**src/rtl/sli_pkg.sv**
```systemverilog
// Shared types and codes for the sorted list insert unit.
// No dependencies; used by sli_ctrl, sli_datapath and sorted_list_insert_unit.
package sli_pkg;

    localparam int unsigned DATA_W = 32;
    localparam int unsigned CMD_W  = 2;
    localparam int unsigned STAT_W = 2;

    // request command codes
    localparam logic [CMD_W-1:0] CMD_APPEND  = 2'd0;
    localparam logic [CMD_W-1:0] CMD_INSERT  = 2'd1;
    localparam logic [CMD_W-1:0] CMD_DISPLAY = 2'd2;

    // result status codes
    localparam logic [STAT_W-1:0] ST_OK    = 2'd0;
    localparam logic [STAT_W-1:0] ST_FULL  = 2'd1;
    localparam logic [STAT_W-1:0] ST_EMPTY = 2'd2;

    // datapath operations issued by the controller
    typedef enum logic [1:0] {
        DP_NOP,
        DP_APPEND,
        DP_INSERT,
        DP_ROTATE
    } t_dp_op;

    typedef struct packed {
        t_dp_op                   op;
        logic signed [DATA_W-1:0] value;
    } t_dp_cmd;

    typedef struct packed {
        logic                     full;
        logic                     empty;
        logic signed [DATA_W-1:0] head;
    } t_dp_stat;

endpackage

```
**src/rtl/sorted_list_insert_unit.sv**
```systemverilog
// Sorted list insert unit: append, sorted insert and display over a bank of DEPTH cells.
// Append/insert: 1 request per cycle if results drain, result the cycle after accept; full list
// -> dropped, flagged. Display of N entries: request held to the end; display state, then head
// loaded as first entry, then one per cycle if results drain (cell row rotates once per entry,
// N rotations restore it). Empty display: one status result. Unused code: swallowed, no result.
// Reset (i_rst_n low, synchronous): list empty, no result pending; cell contents are not cleared.
module sorted_list_insert_unit #(
    parameter int unsigned DEPTH = 32
) (
    input  logic        i_clk,
    input  logic        i_rst_n,
    // request stream
    input  logic        i_s_tvalid,
    output logic        o_s_tready,
    input  logic [31:0] i_s_tdata,     // [31:0] value
    input  logic [1:0]  i_s_tuser,     // [1:0] command
    // result stream
    output logic        o_m_tvalid,
    input  logic        i_m_tready,
    output logic [31:0] o_m_tdata,     // [31:0] entry_value
    output logic [1:0]  o_m_tuser,     // [1:0] status
    output logic        o_m_tlast      // last result of this request
);

    localparam int unsigned CW = $clog2(DEPTH + 1);

    sli_pkg::t_dp_cmd                  w_dp_cmd;
    sli_pkg::t_dp_stat                 w_dp_stat;
    logic [CW-1:0]                     w_count;
    logic signed [sli_pkg::DATA_W-1:0] w_entry;

    // Controller: handshakes, display sequencing, result register.
    sli_ctrl #(
        .DEPTH (DEPTH)
    ) u_ctrl (
        .i_clk         (i_clk),
        .i_rst_n       (i_rst_n),
        .i_in_valid    (i_s_tvalid),
        .o_in_ready    (o_s_tready),
        .i_command     (i_s_tuser),
        .i_value       ($signed(i_s_tdata)),
        .o_out_valid   (o_m_tvalid),
        .i_out_ready   (i_m_tready),
        .o_entry_value (w_entry),
        .o_status      (o_m_tuser),
        .o_last        (o_m_tlast),
        .o_dp_cmd      (w_dp_cmd),
        .i_dp_stat     (w_dp_stat),
        .i_count       (w_count)
    );

    // Datapath: cells compare against the request value in parallel and shift together.
    sli_datapath #(
        .DEPTH (DEPTH)
    ) u_datapath (
        .i_clk   (i_clk),
        .i_rst_n (i_rst_n),
        .i_cmd   (w_dp_cmd),
        .o_stat  (w_dp_stat),
        .o_count (w_count)
    );

    assign o_m_tdata = $unsigned(w_entry);

endmodule

```
**src/rtl/sli_datapath.sv**
```systemverilog
// Cell bank of the sorted list: parallel compare, shift-insert, append and rotate.
// Depends on sli_pkg.
module sli_datapath #(
    parameter int unsigned DEPTH = 32
) (
    input  logic                         i_clk,
    input  logic                         i_rst_n,
    input  sli_pkg::t_dp_cmd             i_cmd,
    output sli_pkg::t_dp_stat            o_stat,
    output logic [$clog2(DEPTH+1)-1:0]   o_count
);

    localparam int unsigned CW = $clog2(DEPTH + 1);

    logic signed [sli_pkg::DATA_W-1:0] r_cell [DEPTH];
    logic signed [sli_pkg::DATA_W-1:0] n_cell [DEPTH];
    logic [CW-1:0]                     r_count;
    logic [CW-1:0]                     n_count;

    logic [DEPTH-1:0] w_gt;     // valid cell strictly greater than request value
    logic [DEPTH-1:0] w_pre;    // some greater cell sits nearer the head
    logic             w_any_gt;
    logic             w_full;

    assign w_full = (r_count == CW'(DEPTH));

    always_comb begin
        for (int i = 0; i < DEPTH; i++) begin
            w_gt[i] = (CW'(i) < r_count) && (r_cell[i] > i_cmd.value);
        end
        for (int i = 0; i < DEPTH; i++) begin
            w_pre[i] = |(w_gt & ((DEPTH'(1) << i) - DEPTH'(1)));
        end
        w_any_gt = |w_gt;
    end

    always_comb begin
        n_count = r_count;
        for (int i = 0; i < DEPTH; i++) begin
            n_cell[i] = r_cell[i];
        end
        unique case (i_cmd.op)
            sli_pkg::DP_APPEND: begin
                if (!w_full) begin
                    n_count = r_count + CW'(1);
                    for (int i = 0; i < DEPTH; i++) begin
                        if (CW'(i) == r_count) n_cell[i] = i_cmd.value;
                    end
                end
            end
            sli_pkg::DP_INSERT: begin
                if (!w_full) begin
                    n_count = r_count + CW'(1);
                    for (int i = 0; i < DEPTH; i++) begin
                        if (w_pre[i] && CW'(i) <= r_count) begin
                            n_cell[i] = r_cell[(i == 0) ? 0 : i - 1];
                        end else if ((w_gt[i] && !w_pre[i]) ||
                                     (!w_any_gt && CW'(i) == r_count)) begin
                            n_cell[i] = i_cmd.value;
                        end
                    end
                end
            end
            sli_pkg::DP_ROTATE: begin
                // circular shift toward the head within the valid entries
                for (int i = 0; i < DEPTH; i++) begin
                    if (CW'(i + 1) < r_count) begin
                        n_cell[i] = r_cell[(i == DEPTH - 1) ? i : i + 1];
                    end else if (CW'(i + 1) == r_count) begin
                        n_cell[i] = r_cell[0];
                    end
                end
            end
            default: begin
            end
        endcase
    end

    always_ff @(posedge i_clk) begin
        if (!i_rst_n) begin
            r_count <= '0;
        end else begin
            r_count <= n_count;
        end
    end

    always_ff @(posedge i_clk) begin
        for (int i = 0; i < DEPTH; i++) begin
            r_cell[i] <= n_cell[i];
        end
    end

    assign o_stat.full  = w_full;
    assign o_stat.empty = (r_count == '0);
    assign o_stat.head  = r_cell[0];
    assign o_count      = r_count;

    a_count_bound: assert property (@(posedge i_clk) disable iff (!i_rst_n)
        r_count <= CW'(DEPTH))
        else $error("entry count beyond depth");

    a_rotate_keeps_count: assert property (@(posedge i_clk) disable iff (!i_rst_n)
        (i_cmd.op == sli_pkg::DP_ROTATE || i_cmd.op == sli_pkg::DP_NOP) |=> $stable(r_count))
        else $error("count moved without a write");

    a_full_drops: assert property (@(posedge i_clk) disable iff (!i_rst_n)
        (w_full && (i_cmd.op == sli_pkg::DP_APPEND || i_cmd.op == sli_pkg::DP_INSERT))
        |=> $stable(r_count))
        else $error("write taken on a full list");

endmodule

```
**src/rtl/sli_ctrl.sv**
```systemverilog
// Request controller: decodes commands, sequences display runs, owns the result register.
// Depends on sli_pkg; drives sli_datapath.
module sli_ctrl #(
    parameter int unsigned DEPTH = 32
) (
    input  logic                              i_clk,
    input  logic                              i_rst_n,
    input  logic                              i_in_valid,
    output logic                              o_in_ready,
    input  logic [sli_pkg::CMD_W-1:0]         i_command,
    input  logic signed [sli_pkg::DATA_W-1:0] i_value,
    output logic                              o_out_valid,
    input  logic                              i_out_ready,
    output logic signed [sli_pkg::DATA_W-1:0] o_entry_value,
    output logic [sli_pkg::STAT_W-1:0]        o_status,
    output logic                              o_last,
    output sli_pkg::t_dp_cmd                  o_dp_cmd,
    input  sli_pkg::t_dp_stat                 i_dp_stat,
    input  logic [$clog2(DEPTH+1)-1:0]        i_count
);

    localparam int unsigned CW = $clog2(DEPTH + 1);

    typedef enum logic {
        S_IDLE,
        S_DISP
    } t_state;

    t_state                            r_state;
    logic [CW-1:0]                     r_idx;
    logic                              r_valid;
    logic signed [sli_pkg::DATA_W-1:0] r_data;
    logic [sli_pkg::STAT_W-1:0]        r_status;
    logic                              r_last;

    logic w_slot;       // result register free this cycle
    logic w_acc;
    logic w_emit;
    logic w_disp_last;
    logic w_load;       // result register loaded this cycle

    assign w_slot      = !r_valid || i_out_ready;
    assign o_in_ready  = (r_state == S_IDLE) && w_slot;
    assign w_acc       = i_in_valid && o_in_ready;
    assign w_emit      = (r_state == S_DISP) && w_slot;
    assign w_disp_last = (r_idx == i_count - CW'(1));
    assign w_load      = (w_acc && (i_command == sli_pkg::CMD_APPEND ||
                                    i_command == sli_pkg::CMD_INSERT ||
                                    (i_command == sli_pkg::CMD_DISPLAY && i_dp_stat.empty)))
                         || w_emit;

    always_comb begin
        o_dp_cmd.op    = sli_pkg::DP_NOP;
        o_dp_cmd.value = i_value;
        if (w_acc && i_command == sli_pkg::CMD_APPEND) begin
            o_dp_cmd.op = sli_pkg::DP_APPEND;
        end else if (w_acc && i_command == sli_pkg::CMD_INSERT) begin
            o_dp_cmd.op = sli_pkg::DP_INSERT;
        end else if (w_emit) begin
            o_dp_cmd.op = sli_pkg::DP_ROTATE;
        end
    end

    always_ff @(posedge i_clk) begin
        if (!i_rst_n) begin
            r_state <= S_IDLE;
            r_idx   <= '0;
            r_valid <= 1'b0;
        end else begin
            if (w_load) begin
                r_valid <= 1'b1;
            end else if (w_slot) begin
                r_valid <= 1'b0;
            end
            unique case (r_state)
                S_IDLE: begin
                    if (w_acc) begin
                        priority if (i_command == sli_pkg::CMD_APPEND ||
                                     i_command == sli_pkg::CMD_INSERT) begin
                            r_data   <= '0;
                            r_status <= i_dp_stat.full ? sli_pkg::ST_FULL : sli_pkg::ST_OK;
                            r_last   <= 1'b1;
                        end else if (i_command == sli_pkg::CMD_DISPLAY) begin
                            if (i_dp_stat.empty) begin
                                r_data   <= '0;
                                r_status <= sli_pkg::ST_EMPTY;
                                r_last   <= 1'b1;
                            end else begin
                                r_state <= S_DISP;
                                r_idx   <= '0;
                            end
                        end else begin
                            // unused code: swallowed, no result
                        end
                    end
                end
                S_DISP: begin
                    if (w_emit) begin
                        r_data   <= i_dp_stat.head;
                        r_status <= sli_pkg::ST_OK;
                        r_last   <= w_disp_last;
                        r_idx    <= r_idx + CW'(1);
                        if (w_disp_last) r_state <= S_IDLE;
                    end
                end
                default: r_state <= S_IDLE;
            endcase
        end
    end

    assign o_out_valid   = r_valid;
    assign o_entry_value = r_data;
    assign o_status      = r_status;
    assign o_last        = r_last;

    a_disp_idx_range: assert property (@(posedge i_clk) disable iff (!i_rst_n)
        (r_state == S_DISP) |-> (r_idx < i_count))
        else $error("display index past the tail");

    a_disp_ends: assert property (@(posedge i_clk) disable iff (!i_rst_n)
        (w_emit && w_disp_last) |=> (r_state == S_IDLE && r_valid && r_last))
        else $error("display run did not close with last");

    a_no_write_in_disp: assert property (@(posedge i_clk) disable iff (!i_rst_n)
        (r_state == S_DISP) |-> (o_dp_cmd.op != sli_pkg::DP_APPEND &&
                                 o_dp_cmd.op != sli_pkg::DP_INSERT))
        else $error("list written during display");

endmodule
```
**config.mk**
```make
export PLATFORM = sky130hd
export DESIGN_NAME = sorted_list_insert_unit
export DESIGN_NICKNAME = d
export VERILOG_FILES = /design/src/rtl/sli_pkg.sv /design/src/rtl/sorted_list_insert_unit.sv /design/src/rtl/sli_datapath.sv /design/src/rtl/sli_ctrl.sv
export SDC_FILE = /design/constraint.sdc
export NUM_CORES = 2
export LEC_CHECK = 0
export BUFFER_PORTS_ARGS = -buffer_cell sky130_fd_sc_hd__buf_2
export CORE_ASPECT_RATIO = 1.75
export CORE_MARGIN = 3
export CORE_UTILIZATION = 51
export CTS_CLUSTER_SIZE = 40
export DETAILED_ROUTE_END_ITERATION = 8
export PLACE_DENSITY = 0.66
export SYNTH_ARGS = -nofsm -noshare
export SYNTH_HDL_FRONTEND = slang
export SYNTH_HIERARCHICAL = 1
export SYNTH_SLANG_ARGS = --single-unit
```
**constraint.sdc**
```tcl
create_clock -name i_clk -period 12.7 [get_ports i_clk]
set_input_delay 0.635 -clock i_clk [delete_from_list [all_inputs] [get_ports i_clk]]
set_output_delay 0.635 -clock i_clk [all_outputs]
set_load 0.05 [all_outputs]
```
Word-level counts from Yosys, hierarchy flattened
Memory sizes are Yosys's and may differ from the RTL's.
Index checks and enable logic that the tools add are counted.
- logic and storage cells: 593
- RAM bits: 1024
- register bits: 49
- memories: 1
- $lt $le $gt $ge: 96
- bitwise logic cells: 2
- equal/unequal tests: 46
- reduce and logical (&&, ||, !) cells: 240
- mux-type cells: 198
- add/sub/neg operators: 3
- memories (name ; words ; width ; read ports ; clocked after Yosys merged registers in ; write ports ; line ; source):
    u_datapath.r_cell ; 32 ; 32 ; 32 ; 0 ; 32 ; sli_datapath.sv:15 ; logic signed [sli_pkg::DATA_W-1:0] r_cell [DEPTH];
- operators with widths (kind ; number):
    two-way mux 32 bit ; 163
    one-hot mux 1024 bit (3 select lines) ; 1
    two-way mux 1024 bit ; 2
    > comparator 32 bit ; 32
    logical AND 1 bit ; 133
    == test 5 x 6 -> 1 bit, first input constant ; 16
    <= comparator 5 x 6 -> 1 bit, first input constant ; 16
    less-than comparator 5 x 6 -> 1 bit, first input constant ; 16
    one-hot mux 32 bit (2 select lines) ; 1
    == test 4 x 6 -> 1 bit, first input constant ; 8
    <= comparator 4 x 6 -> 1 bit, first input constant ; 8
    less-than comparator 4 x 6 -> 1 bit, first input constant ; 8
    logical OR 1 bit ; 36
    zero test 1 bit ; 33
    OR reduction 32 bit ; 1
    OR reduction 31 bit ; 1
    two-way mux 6 bit ; 5
    OR reduction 30 bit ; 1
    OR reduction 29 bit ; 1
    OR reduction 28 bit ; 1
    OR reduction 27 bit ; 1
    OR reduction 26 bit ; 1
    OR reduction 25 bit ; 1
    == test 3 x 6 -> 1 bit, first input constant ; 4
    other kinds (54) ; 95

Logic depth before layout (Yosys ltp)
An unclocked memory read counts as a cell.
- depth in word-level cells: 11
- gate-level depth with buffers: 19

Modules after synthesis
Netlist, hierarchy kept.
- modules (own cells, without submodules) (module ; seq. area each (µm²) ; area each (µm²) ; instances ; cells each):
    sli_datapath ; 30869.6 ; 89154.3 ; 1 ; 9407
    sli_ctrl ; 1211.2 ; 2132.0 ; 1 ; 182

Worst setup path after synthesis
OpenSTA, ideal clock, no wires.
- path kind: input to register
- from: input port i_s_tdata[14]
- to: memory u_datapath/r_cell[1][320] (netlist name), enable pin
- buffers on the path: 3
- arrival time: 9870 ps
- setup slack: 2235 ps
- cell stages on the path: 16
- data required time: 12105 ps
- library setup time: 595 ps
- cells stage by stage: buf_4 -> clkbuf_1 -> clkinv_1 -> ha_1 -> nand4_1 -> nor3_1 -> a21boi_1 -> or4b_1 -> a2111oi_2 -> xnor2_1 -> a211oi_4 -> nand4_2 -> buf_2 -> nor3_1 -> mux2i_1 -> a2111oi_0
- RTL lines (item ; line ; source):
    from (decl) ; sorted_list_insert_unit.sv:15 ; input logic [31:0] i_s_tdata,
    to (decl) ; sli_datapath.sv:15 ;

==> impl_metrics.py <==
metrics = {
    "logic_synthesis": {
        "ys_seq_area_share_pct": 35.1,
        "syn_inst": 9589,
        "synth_area_sq_um": 91300,
        "asyncSetResetFlopFracSynth_pct": 0,
        "synth.largest_area_cell": "edfxtp_1",
        "synth.lib_cells_used.distinct": 93,
        "synth_edf_count": 1059,
        "synth_top_area_share_pct": 34.8,
        "synth.area.top_cells": "edfxtp_1 (35%), ha_1 (14%), mux2i_1 (9.5%)",
        "yosysWarningCount": 6,
        "ys_ff_latch": 1073,
        "synth_simple_gate_area_share_pct": 10.8,
        "synth.area.mux_share_pct": 15.0,
        "dominantRegCellSynth": "edfxtp_1",
        "post_synth_xor_area_fraction_pct": 0.182,
        "synthAdderAreaFrac_pct": 14.2,
        "main_combinational_cell_family_by_area_after_synthesis": "compound AO/OA/AOI/OAI gates",
        "post_syn_nets": 10661,
        "avgSynthCellArea_sq_um": 9.52,
        "synth-compound-area-share_pct": 20.1,
    },
    "grt": {
        "grt_overflow": 0,
        "gr-usage-all-layers_pct": 43.1,
        "grt_max_degree": 215,
        "global_route.usage.met2_pct": 69.5,
        "grt_pass1_vias": 84917,
        "busiest_layer": "met2",
        "antenna_found_initial": 20,
        "grt_use_met3_pct": 8.87,
        "global_route.usage.met1_pct": 48.6,
        "wire_length_of_the_first_global_routing_pass_um": 588000,
    },
    "detailed_routing": {
        "antenna_violating_nets_post_route": 0,
        "number_of_iterations_in_the_first_detailed_routing_pass": 8,
        "drtIter0Drc": 10520,
        "drc": 0,
        "detail_route.wl_per_cell_um": 35.5,
        "finalWirelength_um": 413000,
        "dr_total_vias": 86060,
        "vias_per_cell": 7.40,
    },
    "clock_network": {
        "clk-insertion-delay-late_ps": 790,
        "clock-sinks": 1073,
        "cts_setup_buffers": 0,
        "clkSlewWorstSetupHoldPaths_ps": 70,
        "post_cts_resized": 0,
        "cts_max_level": 3,
        "clock_tree_from_tritoncts": "done",
        "post_cts_hold_buffer_count": 0,
        "cts_inserted_buffers": 114,
        "cts-root-buf": "clkbuf_16",
        "cts_buffer_depth": 3,
    },
    "sta": {
        "setup_ws_ps": 5140,
        "timing.final.max_slew_violations": 4,
        "min_period_ps": 7560,
        "timing.final.setup_violations": 0,
        "finalHoldViolations": 0,
        "fin_crit_sh_pct": 59.5,
        "fin_tns_setup_ps": 0,
        "grt_setup_unrepaired": "no",
        "max_slew.worst_pin.slew_ps": 1610,
        "skew_ps": 27.8,
        "slew_headroom_pct": -7.01,
        "clock.fmax_ghz": 0.132,
    },
    "worst_setup_path": {
        "critPathMaxFanout": 68,
        "max_stage_delay_cell_worst_path": "nor4_1",
        "cp.buffers_inverters": 6,
        "cpMostUsedCell": "buf_4",
        "crit_start": "i_s_tdata[29]",
        "timing.critical_path.required_ps": 13110,
        "worst_setup_path_class": "input pin to flip-flop",
        "timing.rr.start": "u_datapath/r_cell[0][0]",
        "critical_path.cell_chain": "buf_2 > inv_2 > ha_1 > nand4_1 > nor4_1 > a21oi_1 > or2_2 > o211ai_1 > o31ai_1 > nor4_4 > buf_4 > and4_1 > buf_4 > nand4_1 > buf_4 > or4_1 > a31oi_4 > buf_4",
        "worst_setup_path_start_kind": "input pin",
        "critPathTopFamily": "buffers and inverters",
        "worst_setup_path_end_kind": "flip-flop",
        "timing.critical_path.slowest_cell_delay_ps": 770,
        "critPathArrivalTime_ps": 7970,
    },
    "job": {
        "max-cap-violations": 1,
    },
    "placed_design": {
        "place_congestion": 1.04,
        "cell_area_after_placement_sq_um": 94000,
        "input_output_buffers": 74,
        "detailed_place_hpwl_um": 287000,
        "place_ws_ps": 4720,
    },
    "floorplanning": {
        "die-area_sq_um": 184000,
        "starting_density_of_the_core_pct": 51.5,
        "placement_rows": 204,
        "die_width_um": 326,
        "boundaryPins": 75,
        "fp.coreArea_sq_um": 177000,
        "die_h_um": 566,
    },
    "hold_path": {
        "timing.hold.worst.class": "input pin to flip-flop",
        "timing.hold.worst.start": "i_s_tuser[1]",
    },
    "finish": {
        "drive_above_1_share_pct": 12.2,
        "nets": 10225,
        "final_cell_area_sq_um": 97900,
        "n_fill_cell": 15882,
        "areaGrowthSynthToFinish_pct": 7.27,
    },
    "status": {
        "violations_in_the_final_reports": "max-capacitance violations, max-slew violations",
        "outcome": "finished with violations",
    },
    "pwr": {
        "pwr_density_cell_nw_per_um2": 113,
        "leakagePower_uw": 0.0396,
        "irDropWorstVdd_uv": 103,
    },
}
layout make-up:
| type | instances | area [sq um] | area share, % |
|---|---|---|---|
| Timing Repair Buffer | 316 | 2220 | 2.27 |
| Clock inverter | 77 | 882 | 0.901 |
| Antenna cell | 13 | 32.5 | 0.0332 |
| Inverter | 146 | 563 | 0.575 |
| Tap cell | 2369 | 2960 | 3.03 |
| Multi-Input combinational cell | 7502 | 56200 | 57.4 |
| Clock buffer | 137 | 2990 | 3.05 |
| Sequential cell | 1073 | 32100 | 32.8 |
state kept, by name (all words and copies together) (netlist names):
| signal | count |
|---|---|
| u_datapath/r_cell | 1024 |
| u_ctrl/o_entry_value | 32 |
| u_ctrl/r_idx | 6 |
| u_datapath/o_count | 6 |
| u_ctrl/o_status | 2 |
| u_ctrl/o_last | 1 |
| u_ctrl/o_out_valid | 1 |
| u_ctrl/r_state | 1 |
Yosys cell counts (all sizes together), types with 15 or more instances:
master / number
o31ai: 19
o221ai: 218
mux2i: 870
and2: 53
a22oi: 32
inv: 122
o22ai: 40
and3: 15
buf: 150
a221o: 76
and4: 36
a31oi: 38
a21o: 199
a21oi: 1187
nor4: 42
nor2: 357
mux2: 446
clkbuf: 718
o211ai: 241
o21ai: 728
o21a: 34
a21boi: 20
clkinv: 24
edfxtp: 1059
nor3: 44
or3: 18
nor2b: 57
ha: 1034
xnor2: 15
or2: 17
nand4: 235
nand2: 966
nand3: 241
a211oi: 26
nand2b: 30
stage by stage:
step | power (uW) | hold WS (ps) | utilization [%] | std cells
6_report | 11100 | 177 | 55.3 | 11633
5_1_grt | 11400 | 161 | 55.3 | 11621
4_1_cts | 11000 | 150 | 55.3 | 11620
3_5_place_dp | 7320 | 516 | 53.1 | 11406
3_3_place_gp | 7240 | 503 | 53.1 | 11406
2_1_floorplan | 6240 | 478 | - | 9589
worst register-to-register path, stage by stage, from the launching register on:
cell and delay (ps):
edfxtp_1 320, buf_4 420, clkinv_1 600, ha_1 500, nand4_1 90, nor4_1 460
a31oi_1 160, o211ai_1 400, o31ai_1 420, nor4_4 290, buf_4 330, and4_1 340
buf_4 300, nand4_1 200, buf_4 490, or4_1 700, a31oi_4 190, buf_4 610
where the power goes:
| group | internal [uW] | switching, uW | leakage [uW] | total, uW |
|---|---|---|---|---|
| combinational | 870 | 1830 | 0.0278 | 2700 |
| clock | 2040 | 1640 | 0.00187 | 3690 |
| sequential | 4340 | 345 | 0.00996 | 4680 |
| total | 7250 | 3820 | 0.0396 | 11100 |
cells by family after synthesis:
| group | after synthesis |
|---|---|
| AO/OA/AOI/OAI | 2993 |
| AND/OR/NAND/NOR | 2140 |
| multiplexers | 1316 |
| flip-flops | 1073 |
| adder cells (fa/ha/maj) | 1034 |
| buffers and inverters | 1014 |
| XOR/XNOR | 19 |
metal layers:
layer  vias to the layer above  share of wire, %
li1                      35973                 -
met1                     41786                34
met2                      6206                45
met3                      2085               9.7
met4                        10                11
met5                         -             0.015
cells in the final DEF (no fill, tap or decap), types with 40 or more instances in the layout:
cell	n
edfxtp_1	1059
a21oi_1	1167
nor2_1	320
nor2b_1	56
buf_2	74
ha_1	1032
a21o_1	198
mux2i_1	870
inv_1	112
buf_4	239
clkbuf_16	115
a221o_1	76
o221ai_1	218
mux2_2	446
nand4_1	234
and2_1	52
nor3_1	43
nand2_1	960
o21ai_0	712
nand3_1	241
o211ai_1	240
o22ai_1	40
final timing paths:
check / end / slack [ps] / cells after the start
worst max-delay path: u_datapath/r_cell[1][403] / 5140 / 18
worst min-delay path: u_ctrl/o_status[0] / 180 / 2
worst max register to register: u_datapath/r_cell[1][403] / 5480 / 17
worst min register to register: u_ctrl/r_idx[4] / 530 / 2
(Power assumes the default switching activity.)
